`src/rtl/vfs_pkg.sv`:
```
`timescale 1ns / 1ps
// ----------------------------------------------------------------------------
// vfs_pkg
// Types, codes and constants shared by the serializer modules.
// ----------------------------------------------------------------------------
package vfs_pkg;

  localparam int RAW_BYTES = 8;
  localparam int CNT_W     = 4;

  // Format selector codes.
  localparam logic [2:0] FUNC_RAW8  = 3'd0;
  localparam logic [2:0] FUNC_WORD  = 3'd1;
  localparam logic [2:0] FUNC_UVAR  = 3'd2;
  localparam logic [2:0] FUNC_SVAR  = 3'd3;
  localparam logic [2:0] FUNC_RAW64 = 3'd4;

  typedef enum logic [1:0] {
    KIND_RAW,
    KIND_UVAR,
    KIND_SVAR
  } kind_t;

  typedef enum logic [1:0] {
    ST_IDLE,
    ST_RAW,
    ST_UVAR,
    ST_SVAR
  } back_state_t;

  typedef struct packed {
    logic [2:0]  func;
    logic [63:0] value;
  } in_item_t;

  typedef struct packed {
    logic [7:0]  out_byte;
    logic        last;
    logic [63:0] offset;
  } out_item_t;

  // Classified command passed from the front to the back.
  typedef struct packed {
    kind_t            kind;
    logic             sign;
    logic [CNT_W-1:0] cnt;
    logic [63:0]      mag;
  } cmd_t;

endpackage

```
`src/rtl/varint_field_serializer.sv`:
```
`timescale 1ns / 1ps
// ----------------------------------------------------------------------------
// varint_field_serializer
// Turns each value into a run of encoded bytes with a running stream offset.
// ----------------------------------------------------------------------------
// Usage: the input side is a queue write port. An item (format selector and
// 64-bit value) is taken at a clock edge where push is high and full is low.
// The result side is a queue read port: while empty is low, out_item shows
// the oldest byte with its last flag and stream offset, and pop takes it.
// Each item yields one byte per cycle while the receiver keeps popping:
// 1 byte for a raw byte, 2 for a word, 8 for eight raw bytes and 1 to 10
// for a varint. The first byte of an item passes through the command
// queue, the byte engine registers and the result register. Back-to-back
// items follow without a gap.
// Items with an unused selector are taken and produce nothing.
// Reset clears the queue, the byte engine and the stream offset to zero.
// When the receiver stops popping, the byte engine waits on the result
// register, the two-entry command queue fills, and then full rises.
// ----------------------------------------------------------------------------
module varint_field_serializer
  import vfs_pkg::*;
(
  input  logic      clk,
  input  logic      rst_n,
  input  logic      push,
  output logic      full,
  input  in_item_t  in_item,
  output logic      empty,
  input  logic      pop,
  output out_item_t out_item
);

  logic q_push;
  logic q_full;
  logic q_pop;
  logic q_empty;
  cmd_t q_wr_cmd;
  cmd_t q_rd_cmd;

  // Front: classify the format and negate a negative signed value.
  vfs_front u_front (
    .push    (push),
    .q_full  (q_full),
    .in_item (in_item),
    .q_push  (q_push),
    .q_cmd   (q_wr_cmd)
  );

  // The input side stalls only on a full command queue.
  assign full = q_full;

  vfs_fifo u_fifo (
    .clk    (clk),
    .rst_n  (rst_n),
    .wr_en  (q_push),
    .wr_cmd (q_wr_cmd),
    .full   (q_full),
    .rd_en  (q_pop),
    .empty  (q_empty),
    .rd_cmd (q_rd_cmd)
  );

  // Back: one byte per cycle into the result register, unless the receiver stalls.
  vfs_back u_back (
    .clk      (clk),
    .rst_n    (rst_n),
    .q_empty  (q_empty),
    .q_cmd    (q_rd_cmd),
    .q_pop    (q_pop),
    .pop      (pop),
    .empty    (empty),
    .out_item (out_item)
  );

endmodule

```
`src/rtl/vfs_front.sv`:
```
`timescale 1ns / 1ps
// ----------------------------------------------------------------------------
// vfs_front
// Accepts items, classifies the format and prepares the magnitude.
// ----------------------------------------------------------------------------
module vfs_front
  import vfs_pkg::*;
(
  input  logic     push,
  input  logic     q_full,
  input  in_item_t in_item,
  output logic     q_push,
  output cmd_t     q_cmd
);

  logic        neg;
  logic [63:0] neg_mag;

  assign neg     = in_item.value[63];
  assign neg_mag = (~in_item.value) + 64'd1;

  always_comb begin
    q_cmd      = '0;
    q_cmd.kind = KIND_RAW;
    q_push     = push && !q_full;
    unique case (in_item.func)
      FUNC_RAW8: begin
        q_cmd.cnt = CNT_W'(1);
        q_cmd.mag = {56'd0, in_item.value[7:0]};
      end
      FUNC_WORD: begin
        // Byte-swapped so the back can always send low byte first.
        q_cmd.cnt = CNT_W'(2);
        q_cmd.mag = {48'd0, in_item.value[7:0], in_item.value[15:8]};
      end
      FUNC_UVAR: begin
        q_cmd.kind = KIND_UVAR;
        q_cmd.mag  = in_item.value;
      end
      FUNC_SVAR: begin
        q_cmd.kind = KIND_SVAR;
        q_cmd.sign = neg;
        q_cmd.mag  = neg ? neg_mag : in_item.value;
      end
      FUNC_RAW64: begin
        q_cmd.cnt = CNT_W'(RAW_BYTES);
        q_cmd.mag = in_item.value;
      end
      default: begin
        // Unused selectors are taken and dropped.
        q_push = 1'b0;
      end
    endcase
  end

endmodule

```
`src/rtl/vfs_fifo.sv`:
```
`timescale 1ns / 1ps
// ----------------------------------------------------------------------------
// vfs_fifo
// Two-entry command queue between the front and the back.
// ----------------------------------------------------------------------------
module vfs_fifo
  import vfs_pkg::*;
(
  input  logic clk,
  input  logic rst_n,
  input  logic wr_en,
  input  cmd_t wr_cmd,
  output logic full,
  input  logic rd_en,
  output logic empty,
  output cmd_t rd_cmd
);

  cmd_t       slots_r [2];
  logic       wr_ptr_r;
  logic       rd_ptr_r;
  logic [1:0] count_r;
  logic       do_wr;
  logic       do_rd;

  assign full   = (count_r == 2'd2);
  assign empty  = (count_r == 2'd0);
  assign do_wr  = wr_en && !full;
  assign do_rd  = rd_en && !empty;
  assign rd_cmd = slots_r[rd_ptr_r];

  always_ff @(posedge clk) begin
    if (!rst_n) begin
      wr_ptr_r <= 1'b0;
      rd_ptr_r <= 1'b0;
      count_r  <= 2'd0;
    end else begin
      if (do_wr) begin
        wr_ptr_r <= !wr_ptr_r;
      end
      if (do_rd) begin
        rd_ptr_r <= !rd_ptr_r;
      end
      if (do_wr && !do_rd) begin
        count_r <= count_r + 2'd1;
      end else if (do_rd && !do_wr) begin
        count_r <= count_r - 2'd1;
      end
    end
  end

  always_ff @(posedge clk) begin
    if (do_wr) begin
      slots_r[wr_ptr_r] <= wr_cmd;
    end
  end

endmodule

```
`src/rtl/vfs_back.sv`:
```
`timescale 1ns / 1ps
// ----------------------------------------------------------------------------
// vfs_back
// Walks one command into the result output register, a byte per cycle when not stalled.
// ----------------------------------------------------------------------------
module vfs_back
  import vfs_pkg::*;
(
  input  logic      clk,
  input  logic      rst_n,
  input  logic      q_empty,
  input  cmd_t      q_cmd,
  output logic      q_pop,
  input  logic      pop,
  output logic      empty,
  output out_item_t out_item
);

  back_state_t      state_r, state_nxt;
  logic [63:0]      mag_r, mag_nxt;
  logic             sign_r, sign_nxt;
  logic [CNT_W-1:0] cnt_r, cnt_nxt;
  logic [63:0]      offset_r, offset_nxt;
  logic             out_valid_r, out_valid_nxt;
  out_item_t        out_item_r, out_item_nxt;

  logic        adv;
  logic        take;
  logic [7:0]  cur_byte;
  logic        cur_last;
  logic [63:0] rest;
  logic        cont;

  assign adv   = (state_r != ST_IDLE) && (!out_valid_r || pop);
  assign take  = !q_empty && ((state_r == ST_IDLE) || (adv && cur_last));
  assign q_pop = take;

  // Current byte, its last flag and the remaining magnitude.
  always_comb begin
    cur_byte = 8'd0;
    cur_last = 1'b0;
    rest     = mag_r;
    cont     = 1'b0;
    unique case (state_r)
      ST_IDLE: begin
        cur_last = 1'b0;
      end
      ST_RAW: begin
        cur_byte = mag_r[7:0];
        cur_last = (cnt_r == CNT_W'(1));
        rest     = mag_r >> 8;
      end
      ST_UVAR: begin
        rest     = mag_r >> 7;
        cont     = |rest;
        cur_byte = {mag_r[6:0], cont};
        cur_last = !cont;
      end
      ST_SVAR: begin
        rest     = mag_r >> 6;
        cont     = |rest;
        cur_byte = {sign_r, mag_r[5:0], cont};
        cur_last = !cont;
      end
      default: begin
        cur_last = 1'b0;
      end
    endcase
  end

  // Next state.
  always_comb begin
    state_nxt = state_r;
    if (take) begin
      unique case (q_cmd.kind)
        KIND_RAW:  state_nxt = ST_RAW;
        KIND_UVAR: state_nxt = ST_UVAR;
        KIND_SVAR: state_nxt = ST_SVAR;
        default:   state_nxt = ST_IDLE;
      endcase
    end else if (adv) begin
      if (cur_last) begin
        state_nxt = ST_IDLE;
      end else if (state_r == ST_SVAR) begin
        state_nxt = ST_UVAR;
      end
    end
  end

  // Datapath and output register.
  always_comb begin
    mag_nxt       = mag_r;
    sign_nxt      = sign_r;
    cnt_nxt       = cnt_r;
    offset_nxt    = offset_r;
    out_valid_nxt = out_valid_r;
    out_item_nxt  = out_item_r;
    if (take) begin
      mag_nxt  = q_cmd.mag;
      sign_nxt = q_cmd.sign;
      cnt_nxt  = q_cmd.cnt;
    end else if (adv) begin
      mag_nxt = rest;
      cnt_nxt = cnt_r - CNT_W'(1);
    end
    if (adv) begin
      out_valid_nxt         = 1'b1;
      out_item_nxt.out_byte = cur_byte;
      out_item_nxt.last     = cur_last;
      out_item_nxt.offset   = offset_r;
      offset_nxt            = offset_r + 64'd1;
    end else if (pop) begin
      out_valid_nxt = 1'b0;
    end
  end

  always_ff @(posedge clk) begin
    if (!rst_n) begin
      state_r     <= ST_IDLE;
      offset_r    <= 64'd0;
      out_valid_r <= 1'b0;
    end else begin
      state_r     <= state_nxt;
      offset_r    <= offset_nxt;
      out_valid_r <= out_valid_nxt;
    end
  end

  always_ff @(posedge clk) begin
    mag_r      <= mag_nxt;
    sign_r     <= sign_nxt;
    cnt_r      <= cnt_nxt;
    out_item_r <= out_item_nxt;
  end

  assign empty    = !out_valid_r;
  assign out_item = out_item_r;

endmodule

```
`config.mk`:
```
export PLATFORM = sky130hd
export DESIGN_NAME = varint_field_serializer
export DESIGN_NICKNAME = d
export VERILOG_FILES = /design/src/rtl/vfs_pkg.sv /design/src/rtl/varint_field_serializer.sv /design/src/rtl/vfs_front.sv /design/src/rtl/vfs_fifo.sv /design/src/rtl/vfs_back.sv
export SDC_FILE = /design/constraint.sdc
export NUM_CORES = 1
export LEC_CHECK = 0
export BUFFER_PORTS_ARGS = -buffer_cell sky130_fd_sc_hd__buf_2
export CORE_MARGIN = 1.5
export CORE_UTILIZATION = 45
export CTS_BUF_LIST = sky130_fd_sc_hd__clkbuf_4 sky130_fd_sc_hd__clkbuf_8
export DETAILED_ROUTE_END_ITERATION = 10
export MAX_ROUTING_LAYER = met4
export PLACE_DENSITY = 0.62
export SYNTH_ARGS = -nofsm -noshare
export SYNTH_HDL_FRONTEND = slang
export SYNTH_SLANG_ARGS = --single-unit
```
`constraint.sdc`:
```
create_clock -name clk -period 8.35 [get_ports clk]
set_clock_uncertainty 0.2 [all_clocks]
set_input_delay 0.4175 -clock clk [delete_from_list [all_inputs] [get_ports clk]]
set_output_delay 0.4175 -clock clk [all_outputs]
set_load 0.005 [all_outputs]
```
==> run metrics <==
Post-CTS Setup Repair Bufs 0; DIE WIDTH between 150 and 200 um; first-pass GRT wire length 62600 um; Max Fclk ~250 MHz; clock-pin slew on the worst setup and hold paths roughly 0.060 ns; Mapped Cells roughly 1500; Die ar. 38600 sq um; Setup TNS Final 0 ns; io pins between 100 and 150; unrepaired setup endpoints after global routing no; ys flop type edfxtp_1; 1st-pass router iterations 5; IO Port Bufs 145; dpl hpwl between 20000 and 30000 um; CTS Root Cell clkbuf_8; row count 70; later-pin clock latency in the skew report 0.60 ns; worst reg2reg path depth 6; hold depth 2; H-tree depth 2; CTS Buf Count 55; Area growth syn-to-layout 14.4%; Synth Net Count approximately 1600; clk sinks about 350; GRT overflow 0; via count between 10000 and 15000; post-synth cell types 57; CP peak stage delay around 1 ns; most common cell in the netlist edfxtp_1; maximum VDD drop 97.8 uV; LEAKAGE roughly 6.5 nW; Initial Util a little under half; Worst Max-Slew Pin Slew about 1.2 ns; Hold Path Class input pin to flip-flop; crit path launch type flip-flop; ANT nets after route 0; Multi-input gate area 6480 sq um; Ys Warns 0; Setup violations, final 0; Routed WL 39400 um; worst setup slack after layout 4.30 ns; worst-path maximum fanout 131; Synth top area share 50.3%; pre-CTS WS around 4.3 ns; Core ar. 36700 sq um; DP Area 17900 sq um; Seq/Total Area, Yosys slightly below 60%; Max stage delay cell, worst path dfxtp_4; period utilization 48.5%; Final Wtd Congestion 0.908; Reg area 9920 sq um; Cell Chain, Critical Path nor2_1 > a31oi_1 > nor2_1 > a31oi_4 > buf_4 > o21ai_0; crit-path most repeated cell nor2_1; status complete, no violations; Worst EP required about 8.4 ns; residual DRC count 0; max-cap viol count 0; critical path class flip-flop to flip-flop; share of cells above drive strength 1 ~17%; post-cts gate resize count 0; Final Hold Fails 0; pwr dens 211 nW/um^2; Slew headroom approximately 22%; max-slew violations 0; Yosys top cell by area edfxtp_1; EDFF count, synth 282; Wirelength per Cell 18.2 um; CTS Buffer Depth 3; drt first-iter violations 873; number of fill cells in the layout 3259; vias in the first global route 11300; Vias/cell 5.66; mapped cell area roughly 17000 sq um; CP Data Arrival Time 4.08 ns; Design Area, Final roughly 19000 sq um; Synth top cells by count edfxtp_1 (282), nand2_1 (150), mux2i_1 (121), o21ai_0 (115), nor2_1 (111); async set or reset register ratio after synthesis 0%; CP endpoint kind flip-flop; syn_area_per_cell 11.2 sq um; synth top area cells edfxtp_1 (50%), dfxtp_1 (8.6%), mux2i_1 (7.2%); NumNets Final 1724; synthesis-stage register bit count approximately 350; Period minus WS final between 4 and 5 ns; die span in y 196 um; GRT Overall Usage 21.0%; CTS tree built; largest net degree at the start of global routing 132; initial antenna violation count 1
[timing repair]
item,4_1_cts,5_1_grt
hold buffers,17,0
setup endpoints to repair,0,0
endpoints found under the hold margin,33,0
[per-layer routing]
metal	GRT usage, %	up-vias	routed length, um
met2	30.2	407	17000
met4	6.44	0	852
met1	30.8	5778	19300
met3	3.17	74	2280
li1	-	5995	-
met5	-	-	0
[state kept, by name, indices dropped and copies added (netlist names), 2 cells and up, named ones only]
register         count
u_back.offset_r     64
u_back.cnt_r         4
u_fifo.slots_r     140
u_back.mag_r        64
u_back.out_item     73
u_fifo.count_r       2
u_back.state_r       2
[kinds of logic after synthesis]
kind of cell | after synthesis | synth area share, %
buf+inv | 127 | 2.88
simple gates | 509 | 14.9
compound gates | 329 | 12.4
flops | 354 | 58.9
fa+ha+maj | 4 | 0.297
xor+xnor | 63 | 3.28
mux | 123 | 7.33
[worst paths after layout]
| kind | from | to | slack, ns |
|---|---|---|---|
| hold / removal | in_item[47] | u_fifo.slots_r[0][47] | 0.05 |
| setup reg to reg | u_back.state_r[0] | u_back.cnt_r[3] | 4.30 |
| setup / recovery | u_back.state_r[0] | u_back.cnt_r[3] | 4.30 |
| hold reg to reg | u_back.offset_r[57] | u_back.out_item[57] | 0.24 |
[layout by cell type (no fill, tap or decap), types with 47 or more instances in the layout]
master    instances
edfxtp_1        282
nand2_1         150
buf_2           145
mux2i_1         121
o21ai_0         114
nor2_1          109
dfxtp_1          69
clkbuf_8         63
o211ai_1         62
a21oi_1          47
[critical path, delay by kind of cell (launching register included)]
| kind | cells | cell delay, ns |
|---|---|---|
| compound gates | 3 | 1.00 |
| flops | 1 | 1.02 |
| simple gates | 2 | 0.50 |
| buf+inv | 1 | 0.88 |
[final cells by class]
type | count | area share (%)
Inverter | 35 | 0.682
Tap cell | 468 | 3.04
Timing Repair Buffer | 175 | 5.16
Antenna cell | 1 | 0.0130
Clock buffer | 75 | 4.97
Clock inverter | 29 | 0.968
Sequential cell | 354 | 51.5
Multi-Input combinational cell | 1028 | 33.6
[metrics by stage]
step,std cells,util [%],power (W),hold WS (ns)
after floorplan,1509,-,0.00246,0.208
after global placement,2043,48.9,0.00262,0.216
after detailed placement,2043,48.9,0.00262,0.221
after CTS,2164,52.5,0.00411,0.00215
after global routing,2165,52.5,0.00425,0.0260
final,2165,52.5,0.00406,0.0495
[where the power goes]
group / switching [W] / internal, W / total [W]
combinational: 0.000279 / 0.000168 / 0.000446
sequential: 0.0000859 / 0.00206 / 0.00215
clock: 0.000659 / 0.000807 / 0.00147
Note: power is estimated with default switching activity, not from simulation.
